==> config.mk <==
export PLATFORM = sky130hd
export DESIGN_NAME = peer_address_list_table
export DESIGN_NICKNAME = d
export VERILOG_FILES = /design/src/rtl/palt_pkg.sv /design/src/rtl/palt_mem.sv /design/src/rtl/palt_ctrl.sv /design/src/rtl/peer_address_list_table.sv
export SDC_FILE = /design/constraint.sdc
export NUM_CORES = 1
export LEC_CHECK = 0
export ABC_AREA = 1
export CAP_MARGIN = 20
export CORE_MARGIN = 2
export CORE_UTILIZATION = 44
export CTS_CLUSTER_SIZE = 30
export DETAILED_ROUTE_END_ITERATION = 10
export DONT_BUFFER_PORTS = 1
export MAX_ROUTING_LAYER = met4
export PLACE_DENSITY = 0.67
export SLEW_MARGIN = 5
export SYNTH_ARGS = -nofsm -noshare
export SYNTH_HDL_FRONTEND = slang
export SYNTH_HIERARCHICAL = 1
export SYNTH_SLANG_ARGS = --single-unit
==> constraint.sdc <==
create_clock -name clk -period 21.8 [get_ports clk]
set_clock_uncertainty 0.05 [all_clocks]
set_input_delay 4.36 -clock clk [delete_from_list [all_inputs] [get_ports clk]]
set_output_delay 4.36 -clock clk [all_outputs]
set_load 0.1 [all_outputs]
==> src/rtl/palt_pkg.sv <==
// Package for the peer address list table.
// Holds sizes, operation and status codes and the structs shared by the
// controller, the address memory and the top level. No dependencies.
package palt_pkg;

	localparam int ENTRIES = 16;
	localparam int IDX_W   = 4;   // address of one memory entry
	localparam int CNT_W   = 5;   // entry count, 0 .. ENTRIES
	localparam int ADDR_W  = 48;
	localparam int NLEN_W  = 10;
	localparam int OP_W    = 3;
	localparam int STAT_W  = 3;

	typedef enum logic [OP_W-1:0] {
		OP_CLEAR = 3'd0,
		OP_ADD   = 3'd1,
		OP_DEL   = 3'd2,
		OP_GET   = 3'd3,
		OP_UP    = 3'd4,
		OP_DOWN  = 3'd5
	} op_t;

	typedef enum logic [STAT_W-1:0] {
		ST_OK        = 3'd0,
		ST_FULL      = 3'd1,
		ST_NAMEEMPTY = 3'd2,
		ST_DUP       = 3'd3,
		ST_NOTFOUND  = 3'd4,
		ST_EMPTY     = 3'd5
	} status_t;

	typedef struct packed {
		logic              we;
		logic [IDX_W-1:0]  waddr;
		logic [ADDR_W-1:0] wdata;
		logic [IDX_W-1:0]  raddr;
	} mem_req_t;

	typedef struct packed {
		status_t           status;
		logic [ADDR_W-1:0] sel;
		logic [CNT_W-1:0]  count;
		logic [IDX_W-1:0]  cursor;
	} result_t;

endpackage

==> src/rtl/palt_mem.sv <==
// Address store of the peer address list table: one write port and one
// read port with registered read data. Depends on palt_pkg.
module palt_mem
	import palt_pkg::*;
(
	input  logic              clk,
	input  mem_req_t          req,
	output logic [ADDR_W-1:0] rdata
);

	logic [ADDR_W-1:0] store_q [ENTRIES];

	always_ff @(posedge clk) begin
		if (req.we) begin
			store_q[req.waddr] <= req.wdata;
		end
		rdata <= store_q[req.raddr];
	end

endmodule

==> src/rtl/palt_ctrl.sv <==
// Sequencer of the peer address list table: decodes one item, walks the
// store one entry at a time with a single 48-bit comparator, closes gaps
// on delete and builds the result. Depends on palt_pkg.
module palt_ctrl
	import palt_pkg::*;
(
	input  logic              clk,
	input  logic              arst_n,
	input  logic              in_valid,
	output logic              in_ready,
	input  logic [OP_W-1:0]   in_op,
	input  logic [ADDR_W-1:0] in_addr,
	input  logic [NLEN_W-1:0] in_nlen,
	input  logic              res_free,
	output logic              res_valid,
	output result_t           res,
	output mem_req_t          mem_req,
	input  logic [ADDR_W-1:0] mem_rdata
);

	typedef enum logic [3:0] {
		S_IDLE, S_DECODE, S_SRD, S_SCMP, S_APPEND,
		S_MRD, S_MWR, S_DEL_END, S_GRD, S_GDAT, S_FIN
	} state_t;

	state_t            state_q;
	logic [OP_W-1:0]   op_q;
	logic [ADDR_W-1:0] addr_q;
	logic [NLEN_W-1:0] nlen_q;
	logic [CNT_W-1:0]  count_q;
	logic [IDX_W-1:0]  cursor_q;
	logic [CNT_W-1:0]  idx_q;
	logic [IDX_W-1:0]  hit_q;
	status_t           status_q;
	logic [ADDR_W-1:0] sel_q;

	logic [CNT_W-1:0]  idx_nxt;
	logic [CNT_W-1:0]  cur_nxt;
	logic              match;

	assign idx_nxt = idx_q + CNT_W'(1);
	assign cur_nxt = CNT_W'(cursor_q) + CNT_W'(1);
	// shared comparator
	assign match   = (mem_rdata == addr_q);

	assign in_ready  = (state_q == S_IDLE);
	assign res_valid = (state_q == S_FIN) && res_free;
	assign res       = '{status: status_q, sel: sel_q, count: count_q, cursor: cursor_q};

	always_comb begin
		mem_req.we    = 1'b0;
		mem_req.waddr = idx_q[IDX_W-1:0];
		mem_req.wdata = addr_q;
		mem_req.raddr = idx_q[IDX_W-1:0];
		case (state_q)
			S_APPEND: begin
				mem_req.we    = 1'b1;
				mem_req.waddr = count_q[IDX_W-1:0];
			end
			S_MWR: begin
				mem_req.we    = 1'b1;
				mem_req.waddr = IDX_W'(idx_q - CNT_W'(1));
				mem_req.wdata = mem_rdata;
			end
			S_GRD: begin
				mem_req.raddr = cursor_q;
			end
			default: begin
			end
		endcase
	end

	always_ff @(posedge clk or negedge arst_n) begin
		if (!arst_n) begin
			state_q  <= S_IDLE;
			count_q  <= '0;
			cursor_q <= '0;
			op_q     <= '0;
			addr_q   <= '0;
			nlen_q   <= '0;
			idx_q    <= '0;
			hit_q    <= '0;
			status_q <= ST_OK;
			sel_q    <= '0;
		end else begin
			case (state_q)
				S_IDLE: begin
					if (in_valid) begin
						op_q     <= in_op;
						addr_q   <= in_addr;
						nlen_q   <= in_nlen;
						idx_q    <= '0;
						status_q <= ST_OK;
						sel_q    <= '0;
						state_q  <= S_DECODE;
					end
				end
				S_DECODE: begin
					state_q <= S_FIN;
					case (op_q)
						OP_CLEAR: begin
							count_q  <= '0;
							cursor_q <= '0;
						end
						OP_ADD: begin
							if (count_q >= CNT_W'(ENTRIES)) begin
								status_q <= ST_FULL;
							end else if (nlen_q == NLEN_W'(1)) begin
								status_q <= ST_NAMEEMPTY;
							end else if (count_q == '0) begin
								state_q <= S_APPEND;
							end else begin
								state_q <= S_SRD;
							end
						end
						OP_DEL: begin
							if (count_q == '0) begin
								status_q <= ST_NOTFOUND;
							end else begin
								state_q <= S_SRD;
							end
						end
						OP_GET: begin
							if (count_q == '0) begin
								status_q <= ST_EMPTY;
							end else begin
								state_q <= S_GRD;
							end
						end
						OP_UP: begin
							if (cursor_q != '0) begin
								cursor_q <= cursor_q - IDX_W'(1);
							end
						end
						OP_DOWN: begin
							if (cur_nxt < count_q) begin
								cursor_q <= cursor_q + IDX_W'(1);
							end
						end
						default: begin
						end
					endcase
				end
				S_SRD: begin
					state_q <= S_SCMP;
				end
				S_SCMP: begin
					idx_q <= idx_nxt;
					if (match) begin
						if (op_q == OP_ADD) begin
							status_q <= ST_DUP;
							state_q  <= S_FIN;
						end else begin
							hit_q   <= idx_q[IDX_W-1:0];
							state_q <= (idx_nxt < count_q) ? S_MRD : S_DEL_END;
						end
					end else if (idx_nxt < count_q) begin
						state_q <= S_SRD;
					end else if (op_q == OP_ADD) begin
						state_q <= S_APPEND;
					end else begin
						status_q <= ST_NOTFOUND;
						state_q  <= S_FIN;
					end
				end
				S_APPEND: begin
					count_q <= count_q + CNT_W'(1);
					state_q <= S_FIN;
				end
				S_MRD: begin
					state_q <= S_MWR;
				end
				S_MWR: begin
					idx_q   <= idx_nxt;
					state_q <= (idx_nxt < count_q) ? S_MRD : S_DEL_END;
				end
				S_DEL_END: begin
					if (cursor_q == hit_q) begin
						cursor_q <= '0;
					end else if (cursor_q > hit_q) begin
						cursor_q <= cursor_q - IDX_W'(1);
					end
					count_q <= count_q - CNT_W'(1);
					state_q <= S_FIN;
				end
				S_GRD: begin
					state_q <= S_GDAT;
				end
				S_GDAT: begin
					sel_q   <= mem_rdata;
					state_q <= S_FIN;
				end
				S_FIN: begin
					if (res_free) begin
						state_q <= S_IDLE;
					end
				end
				default: begin
					state_q <= S_IDLE;
				end
			endcase
		end
	end

endmodule

==> src/rtl/peer_address_list_table.sv <==
// Peer address list table, top level. One item is handled at a time:
// the sequencer walks the store one entry at a time through its single
// read port and comparator for add and delete, and the next item is
// taken only once the result is registered. Reset (arst_n low)
// empties the list and zeroes the cursor; store contents stay undefined.
module peer_address_list_table
	import palt_pkg::*;
(
	input  logic        clk,
	input  logic        arst_n,
	input  logic        s_tvalid,
	output logic        s_tready,
	input  logic [63:0] s_tdata,   // [47:0] peer_address, [57:48] name_length, rest zero
	input  logic [7:0]  s_tuser,   // [2:0] operation, rest zero
	output logic        m_tvalid,
	input  logic        m_tready,
	output logic [63:0] m_tdata,   // [47:0] selected_address, [52:48] entry_count,
	                               // [56:53] cursor_index, rest zero
	output logic [7:0]  m_tuser    // [2:0] status, rest zero
);

	mem_req_t          mem_req;
	logic [ADDR_W-1:0] mem_rdata;
	logic              res_valid;
	logic              res_free;
	result_t           res;

	// Output register: holds a finished result while the sequencer goes idle
	logic              m_valid_q;
	result_t           m_res_q;

	assign res_free = !m_valid_q || m_tready;

	palt_ctrl u_ctrl (
		.clk       (clk),
		.arst_n    (arst_n),
		.in_valid  (s_tvalid),
		.in_ready  (s_tready),
		.in_op     (s_tuser[OP_W-1:0]),
		.in_addr   (s_tdata[ADDR_W-1:0]),
		.in_nlen   (s_tdata[ADDR_W+NLEN_W-1:ADDR_W]),
		.res_free  (res_free),
		.res_valid (res_valid),
		.res       (res),
		.mem_req   (mem_req),
		.mem_rdata (mem_rdata)
	);

	palt_mem u_mem (
		.clk   (clk),
		.req   (mem_req),
		.rdata (mem_rdata)
	);

	// Load a new result when the slot is free; drop the old one once taken
	always_ff @(posedge clk or negedge arst_n) begin
		if (!arst_n) begin
			m_valid_q <= 1'b0;
		end else if (res_valid) begin
			m_valid_q <= 1'b1;
		end else if (m_tready) begin
			m_valid_q <= 1'b0;
		end
	end

	always_ff @(posedge clk) begin
		if (res_valid) begin
			m_res_q <= res;
		end
	end

	assign m_tvalid = m_valid_q;
	assign m_tdata  = {7'd0, m_res_q.cursor, m_res_q.count, m_res_q.sel};
	assign m_tuser  = {5'd0, m_res_q.status};

endmodule

==> results.txt, run 1 <==
The flow ran to the end, and the final reports show no timing, DRC or antenna violations. The worst reg2reg path endpoint is u_mem/rdata[10]$_DFF_P_. At the end of routability-driven placement, the weighted congestion stood at slightly above 0.9. The total wire length after detailed routing is 107000 µm. The slowest cell on the critical path is sky130_fd_sc_hd__nor2_4.

For the pin with the worst max-slew slack, the measured transition is roughly 1.2 ns. The count of flip-flops with a built-in enable after synthesis is roughly 830. For this run, the slowest stage of the critical path takes 0.60 ns.

After routing, the total negative slack on setup checks comes to 0 ns. For this design the top-level I/O count stands at 150. Counting every sink on the clock net gives slightly above 1k. For this run, the number of Yosys warnings is 6. The largest net degree at the start of global routing is 207.

The post-synthesis instance area is about 44000 µm². The worst IR drop on VDD is 0.109 mV. The data arrival time at the worst-slack endpoint is between 2 and 2.5 ns. The layout net count is between 4k and 5k.

The global-route wire length before repair came out at 162000 µm. The share of the Yosys chip area taken by registers is 0.666. For this design, the CTS-stage hold fixing added 0 buffers. The count of port buffers added during placement is 0. In this run the worst path has a maximum fanout of 5. In this run, post-CTS repair resized a total of 0 instances. The startpoint identified for the worst register-to-register timing path is u_ctrl/state_q[2]$_DFFE_PN0P_. Setup repair after global routing left no endpoint under its margin.

The worst hold path terminates at m_tdata[29]$_DFFE_PP_. The worst hold path stage count is 0. Prior to clock tree synthesis, the placed netlist has a worst setup slack of ~16 ns.

The core region area came out at roughly 99000 µm². The highest attainable clock frequency is between 150 and 200 MHz. After detailed routing, the number of remaining DRC violations is 0. The worst hold path belongs to the class reg2reg.

Counting cells, the worst reg-to-reg path comes to 11. Summed over all layers, the global routing overflow is 0. The largest buffer count on any clock path came out at 3.

The nature of the critical path endpoint is an output pin. The via count of the first global-routing pass came out at 27.4k. The placed cell area is between 40000 and 50000 µm². The clock-pin slew on the worst setup and hold paths came out at roughly 0.060 ns. The initial antenna violation count is 5. The power density over cell area is between 100 and 150 nW/µm².

The die covers between 100000 and 150000 µm². The all-layer global routing usage came out at 0.214. The reported leakage power came out at between 20 and 25 nW. Synthesis inferred between 1k and 1.5k register bits. Of the available clock period, the critical path in the final layout requires 0.295. The max-slew violation total from the final report is 0. Summing internal, switching and leakage power gives about 6.7 mW.

Once layout is done, the placed cells without fillers occupy just under 50000 µm². The area growth from synthesis to layout is 10.6%. The count of different cell masters after synthesis is 47.

The starting density of the core came out at 0.445. The die extent in y is approximately 320 µm. The total clock buffers created by CTS is 100.

The via count is between 20k and 30k. After detailed routing, the number of vias per cell comes to roughly 5.1. Leaving out fill and tap cells, the most frequent cell in the layout is sky130_fd_sc_hd__nand2_1. The count of antenna-violating nets left after detailed routing came out at 0. The die boundary width came out at approximately 320 µm. After technology mapping, the gate count stands at roughly 4.3k. The total count of hold-check failures in the final report is 0. The max-capacitance violation count is 0. The filler cells instantiated in the layout total 8514.

In this run the core area contains 115 standard-cell rows. The worst setup path is launched from a flop. The worst path meets setup with around 15 ns of slack. The required time of the critical path came out at 17.39 ns.

The total half-perimeter wirelength after legalization and detailed placement is about 55000 µm. The H-tree was split into 3 levels. On the critical path the largest part of the delay comes from simple AND/OR/NAND/NOR gates. Summing all multi-input logic gate instances after layout gives 10800 µm².

Among all flip-flop cells after synthesis, the most frequent one is sky130_fd_sc_hd__edfxtp_1. In this run the register-to-register setup slack is between 15 and 20 ns. For the worst-skew pair, the clock arrives at the later sink with an insertion delay of around 0.67 ns. After synthesis, the share of flip-flops with an asynchronous set or reset is 0.134.

The worst hold margin is between 0.3 and 0.4 ns. The setup violation total in the final timing report is 0. In the final layout, flip-flops and latches occupy between 20000 and 30000 µm². The critical path goes through nor2_1, inv_2, nor2_4. The number of DRC markers after the initial detailed-route iteration came out at roughly 3.1k. The startpoint identified for the worst hold timing path is u_ctrl/sel_q[29]$_DFFE_PN0P_. The post-synthesis average cell area came out at just over 10 µm². The number of buffer and inverter stages on the critical path came out at 1. The share of cells above drive strength 1 is 0.0734. The routed length per placed instance came out at 18.9 µm. The clock tree from TritonCTS is yes. Leaving out fill and tap cells, the most frequent cells in the layout are 1254 x sky130_fd_sc_hd__nand2_1, 828 x sky130_fd_sc_hd__edfxtp_1, 714 x sky130_fd_sc_hd__inv_1, 654 x sky130_fd_sc_hd__nand3_1, 135 x sky130_fd_sc_hd__dfrtp_1. The post-CTS setup buffer count is 0. In this run the tightest slew margin relative to its limit is 0.222.

The number of search-and-repair iterations in the first detailed-routing pass is 6. The root buffer cell chosen for the clock tree is sky130_fd_sc_hd__clkbuf_16. The worst setup path is of the reg2out kind. After layout, the minimum clock period comes to roughly 6.4 ns.
[synth_stat cells, types with 7 or more instances]
| master | n | share of area |
|---|---|---|
| sky130_fd_sc_hd__edfxtp_1 | 828 | 0.57 |
| sky130_fd_sc_hd__buf_2 | 99 | 0.011 |
| sky130_fd_sc_hd__inv_1 | 716 | 0.061 |
| sky130_fd_sc_hd__nor2_2 | 9 | 0.0013 |
| sky130_fd_sc_hd__buf_1 | 7 | 0.00060 |
| sky130_fd_sc_hd__nand3_1 | 654 | 0.075 |
| sky130_fd_sc_hd__clkbuf_1 | 38 | 0.0033 |
| sky130_fd_sc_hd__a21oi_1 | 50 | 0.0057 |
| sky130_fd_sc_hd__buf_4 | 28 | 0.0048 |
| sky130_fd_sc_hd__xnor2_1 | 19 | 0.0038 |
| sky130_fd_sc_hd__nand4_1 | 9 | 0.0013 |
| sky130_fd_sc_hd__nand2_1 | 1255 | 0.11 |
| sky130_fd_sc_hd__inv_2 | 11 | 0.00094 |
| sky130_fd_sc_hd__dfxtp_1 | 48 | 0.022 |
| sky130_fd_sc_hd__mux2_1 | 15 | 0.0039 |
| sky130_fd_sc_hd__nor2_1 | 115 | 0.0098 |
| sky130_fd_sc_hd__dfrtp_1 | 135 | 0.077 |
| sky130_fd_sc_hd__ha_1 | 20 | 0.0057 |
| sky130_fd_sc_hd__nand2_2 | 8 | 0.0011 |
| sky130_fd_sc_hd__mux2_2 | 7 | 0.0018 |
| sky130_fd_sc_hd__o21ai_0 | 114 | 0.013 |
| sky130_fd_sc_hd__o21ai_1 | 8 | 0.00091 |
| sky130_fd_sc_hd__buf_6 | 35 | 0.0090 |
| sky130_fd_sc_hd__xor2_1 | 13 | 0.0026 |
[registers in the layout, summed over array words and instances (netlist names)]
| signal | count |
|---|---|
| u_mem/store_q | 768 |
| u_ctrl/addr_q | 48 |
| m_tuser | 3 |
| u_ctrl/count_q | 5 |
| u_ctrl/sel_q | 48 |
| u_ctrl/idx_q | 5 |
| m_tdata | 57 |
| u_ctrl/hit_q | 4 |
| u_ctrl/state_q | 4 |
| u_ctrl/op_q | 3 |
| u_ctrl/status_q | 3 |
| u_ctrl/cursor_q | 4 |
| m_tvalid | 1 |
| u_ctrl/nlen_q | 10 |
| u_mem/rdata | 48 |
[worst register-to-register path, cell delays in order (launching register included)]
cell,delay (ns)
sky130_fd_sc_hd__dfrtp_1,0.43
sky130_fd_sc_hd__nor2_1,0.33
sky130_fd_sc_hd__nand2_1,0.43
sky130_fd_sc_hd__o21ai_4,0.94
sky130_fd_sc_hd__clkinv_8,0.93
sky130_fd_sc_hd__buf_4,0.85
sky130_fd_sc_hd__nand2_1,0.25
sky130_fd_sc_hd__nand2_1,0.06
sky130_fd_sc_hd__nand2_1,0.05
sky130_fd_sc_hd__nand3_1,0.08
sky130_fd_sc_hd__nand3_1,0.12
sky130_fd_sc_hd__nand2_1,0.09
[cell type report]
class                      instances  area share
antenna                            5    0.000258
clock buffer                     130      0.0563
clock inverter                    53      0.0129
inverter                         729      0.0569
multi-input combinational       2347       0.223
sequential                      1011       0.602
tap                             1287      0.0332
timing repair buffer              88      0.0149
[cells by family after synthesis]
family                   share of synthesized area
adder cells (fa/ha/maj)                    0.00617
XOR/XNOR                                   0.00639
multiplexers                               0.00565
AND/OR/NAND/NOR                              0.200
flip-flops                                   0.666
other                                    0.0000856
AO/OA/AOI/OAI                               0.0238
buffers and inverters                       0.0919
[stage by stage]
stage	utilization	std cells
after floorplan	-	4296
after global placement	0.457	5456
after detailed placement	0.458	5459
after CTS	0.492	5642
after global routing	0.492	5650
final	0.492	5650
[how the worst max path moves through the flow]
stage / startpoint / endpoint / slack [ns] / cells past startpoint
floorplan: m_tready / m_tdata[0]$_DFFE_PP_ / 10.85 / 4
global placement: s_tvalid / u_ctrl/addr_q[26]$_DFFE_PN0P_ / 15.72 / 3
detailed placement: s_tvalid / u_ctrl/idx_q[2]$_DFFE_PN0P_ / 15.72 / 4
CTS: u_ctrl/state_q[2]$_DFFE_PN0P_ / s_tready / 15.35 / 3
global route: u_ctrl/state_q[2]$_DFFE_PN0P_ / s_tready / 15.28 / 3
finish: u_ctrl/state_q[2]$_DFFE_PN0P_ / s_tready / 15.37 / 3
[power by group]
group / leakage (nW) / switching (mW) / internal, mW
Combinational: 9.56 / 1.50 / 0.620
Sequential: 9.48 / 0.303 / 2.50
Clock: 1.63 / 0.722 / 1.03
Total: 20.7 / 2.52 / 4.15
[routing by layer]
metal	vias up	track usage	routed length [µm]
li1	13818	-	-
met1	13781	0.279	44100
met2	1208	0.341	50200
met3	180	0.0371	9950
met4	0	0.0687	2720
met5	-	-	0
Power figures use the tool's default switching activity.
==> run 2: changes to the inputs <==
- clock period: 21.8 -> 6.5 ns (I/O delays scaled with it)
==> run 2 against run 1 <==
  * Clock power rose to 3.4 times the previous value
  * Flip-flop and latch count unchanged
  * Register-to-register slack worse by 15 ns
  * First-iteration DRC count down 10%
  * Largest power group unchanged
==> results.txt, run 2 (same netlist as run 1, synthesis figures left out) <==
The number of design rule violations left after detail routing is 0 (unchanged). The die outline area came out at 102000 µm² (unchanged). The critical path start-end classification is reg2reg (was reg2out). The max-capacitance violation count is 0 (unchanged). Leading cell types in the layout, fill and taps excluded: 1254 x sky130_fd_sc_hd__nand2_1, 828 x sky130_fd_sc_hd__edfxtp_1, 714 x sky130_fd_sc_hd__inv_1, 654 x sky130_fd_sc_hd__nand3_1, 135 x sky130_fd_sc_hd__dfrtp_1 (unchanged). The highest attainable clock frequency is 232 MHz. The setup violation total in the final timing report came out at 0 (unchanged). The critical path launch point type was a flop (unchanged).

The total count of hold-check failures in the final report came out at 0 (unchanged). The nature of the critical path endpoint is a flop (was output pin). The slew of the pin with the lowest slew margin came out at 1.26 ns (was 1.17 ns).

The total wire length after detailed routing came out at 107000 µm (about the same). The post-CTS setup buffer count came out at 0 (unchanged). The clock tree from TritonCTS is yes (unchanged). The most flop-heavy register is u_mem/store_q (unchanged).

The die boundary width came out at 320 µm (unchanged). The layout net count came out at 4376 (was 4374). The post-route cell area is 48600 µm² (was 48500 µm²). The least setup slack across all paths after layout is 2.19 ns (was 15.37 ns).

The insertion delay to the later sink of the worst-skew pair came to 0.68 ns (was 0.67 ns). The global-route wire length before repair is 162000 µm (about the same). The required time of the critical path came out at 7.00 ns (was 17.39 ns). The final sum of negative setup slack was 0 ns (unchanged). The via count is 29.1k (was 29.0k).

The number of placed I/O pins came out at 150 (unchanged). The total half-perimeter wirelength after legalization and detailed placement came out at 56400 µm (was 55000 µm). The all-layer global routing usage came out at 0.214 (about the same). The count of cells resized by post-cts repair was 0 (unchanged). The most common library cell in the layout ignoring fill and taps is sky130_fd_sc_hd__nand2_1 (unchanged). The starting density of the core is 0.445 (unchanged).

The max-slew violation total from the final report is 0 (unchanged). The normalized max-slew margin came to 0.161 (was 0.222). The maximum level of the CTS H-tree was 3 (unchanged).

The growth of design area from synthesis to finish is 10.9% (was 10.6%). The reported leakage power was 20.7 nW (about the same). The placed cell area came out at 45200 µm² (was 45100 µm²).

The data arrival time at the worst-slack endpoint came out at 4.81 ns (was 2.02 ns). The sum of routed wire segments on met1 came out at 44700 µm (was 44100 µm). The detailed-routed wire length on met2 came out at 49700 µm (was 50200 µm). The wire length on met3 came to 8990 µm (was 9950 µm). The number of flip-flops in the largest register came to 768 (unchanged). The power after layout is 22.4 mW (was 6.67 mW).

The count of antenna-violating nets left after detailed routing came out at 0 (unchanged). The die extent in y came out at 320 µm (unchanged). The uppermost metal layer occupied by signal nets is met4 (unchanged).

The final weighted congestion in routability-driven placement came out at 0.869 (was 0.907). The share of cells above drive strength 1 is 0.0749 (was 0.0734). The final cycle utilization of the critical path came out at 0.664. The worst IR drop on VDD is 0.456 mV (was 0.109 mV). The core region area is 98600 µm² (unchanged).

The post-detailed-route via-to-cell ratio was 5.14 (was 5.13). The initial antenna violation count is 3 (was 5). The power density over cell area came out at 460 nW/µm² (was 138 nW/µm²). The worst slack at placement is 2.34 ns (was 15.72 ns). The routed length per placed instance came out at 18.9 µm (about the same). The root buffer cell is sky130_fd_sc_hd__clkbuf_16 (unchanged).

The largest net degree at the start of global routing came to 217 (was 207). The post-layout minimum cycle time came out at 4.31 ns. The clock-pin slew on the worst setup and hold paths came out at 0.06 ns (about the same). The final design utilization came out at 0.493 (was 0.492). The via count of the first global-routing pass came out at 27.4k (about the same).

The maximum fanout encountered on the critical timing path came out at 216 (was 5). The number of cells in the finished layout apart from fillers came out at 5655 (was 5650). The number of DRC markers after the initial detailed-route iteration came out at 2800 (was 3115). The number of clock sinks seen by CTS came out at 1011 (unchanged). The worst hold margin came out at 0.274 ns (was 0.396 ns). Status: complete, no violations (unchanged). Setup repair after global routing missed its margin: no (unchanged). The site row count is 115 (unchanged). The number of buffers added to fix hold violations after cts is 0 (unchanged). The placed cell count came to 5461 (was 5459). The class of the tightest hold or removal check is in2async (was reg2reg). The total congestion overflow is 0 (unchanged). The count of port buffers added during placement came out at 0 (unchanged). The total clock buffers created by CTS came out at 99 (was 100). The largest buffer count on any clock path came to 3 (unchanged). The number of search-and-repair iterations in the first detailed-routing pass is 6 (unchanged).
run 2: cell types whose count changed in the layout (fill, tap and decap cells not counted), sizes merged:
cell	before	now
diode	5	3
clkinvlp	6	5
bufinv	12	9
clkbuf	130	139
clkinv	31	27
inv	733	736
buf	88	91
run 2: final cells by class:
| type | instances | area, µm² |
|---|---|---|
| fill | 8472 | 49900 |
| multi-input combinational | 2347 | 10800 |
| tap | 1287 | 1610 |
| inverter | 729 | 2760 |
| antenna | 3 | 7.51 |
| clock inverter | 48 | 523 |
| sequential | 1011 | 29200 |
| timing repair buffer | 91 | 828 |
| clock buffer | 139 | 2850 |
run 2: path summary, 6_finish.rpt:
path	startpoint	endpoint	slack (ns)	depth (start not counted)
worst max-delay path	u_ctrl/state_q[3]$_DFFE_PN0P_	u_mem/rdata[14]$_DFF_P_	2.19	11
worst min-delay path	arst_n	u_ctrl/sel_q[23]$_DFFE_PN0P_	0.27	0
worst max register to register	u_ctrl/state_q[3]$_DFFE_PN0P_	u_mem/rdata[14]$_DFF_P_	2.19	11
worst min register to register	u_ctrl/sel_q[4]$_DFFE_PN0P_	m_tdata[4]$_DFFE_PP_	0.40	0
max in group asynchronous	arst_n	u_ctrl/addr_q[38]$_DFFE_PN0P_	5.93	0
min in group clk	u_ctrl/sel_q[4]$_DFFE_PN0P_	m_tdata[4]$_DFFE_PP_	0.40	0
run 2: critical path: stages (launching register included):
cell and delay (ns):
sky130_fd_sc_hd__dfrtp_1 0.37, sky130_fd_sc_hd__inv_1 0.11, sky130_fd_sc_hd__nor2_1 0.36, sky130_fd_sc_hd__nand2_1 0.42
sky130_fd_sc_hd__o21ai_4 0.39, sky130_fd_sc_hd__buf_12 0.70, sky130_fd_sc_hd__buf_4 0.97, sky130_fd_sc_hd__nand2_1 0.12
sky130_fd_sc_hd__nand3_1 0.12, sky130_fd_sc_hd__nand3_1 0.13, sky130_fd_sc_hd__nand3_1 0.15, sky130_fd_sc_hd__nand2_1 0.06
run 2: power breakdown:
group | internal [mW] | leakage (nW) | switching [mW]
Sequential | 8.40 | 9.48 | 1.00
Clock | 3.44 | 1.65 | 2.44
Combinational | 2.07 | 9.59 | 5.01
run 2: metal layers:
| layer | vias up | GRT usage |
|---|---|---|
| met4 | 0 | 0.0753 |
| met5 | - | - |
| met2 | 1167 | 0.339 |
| li1 | 13811 | - |
| met3 | 191 | 0.0333 |
| met1 | 13886 | 0.280 |
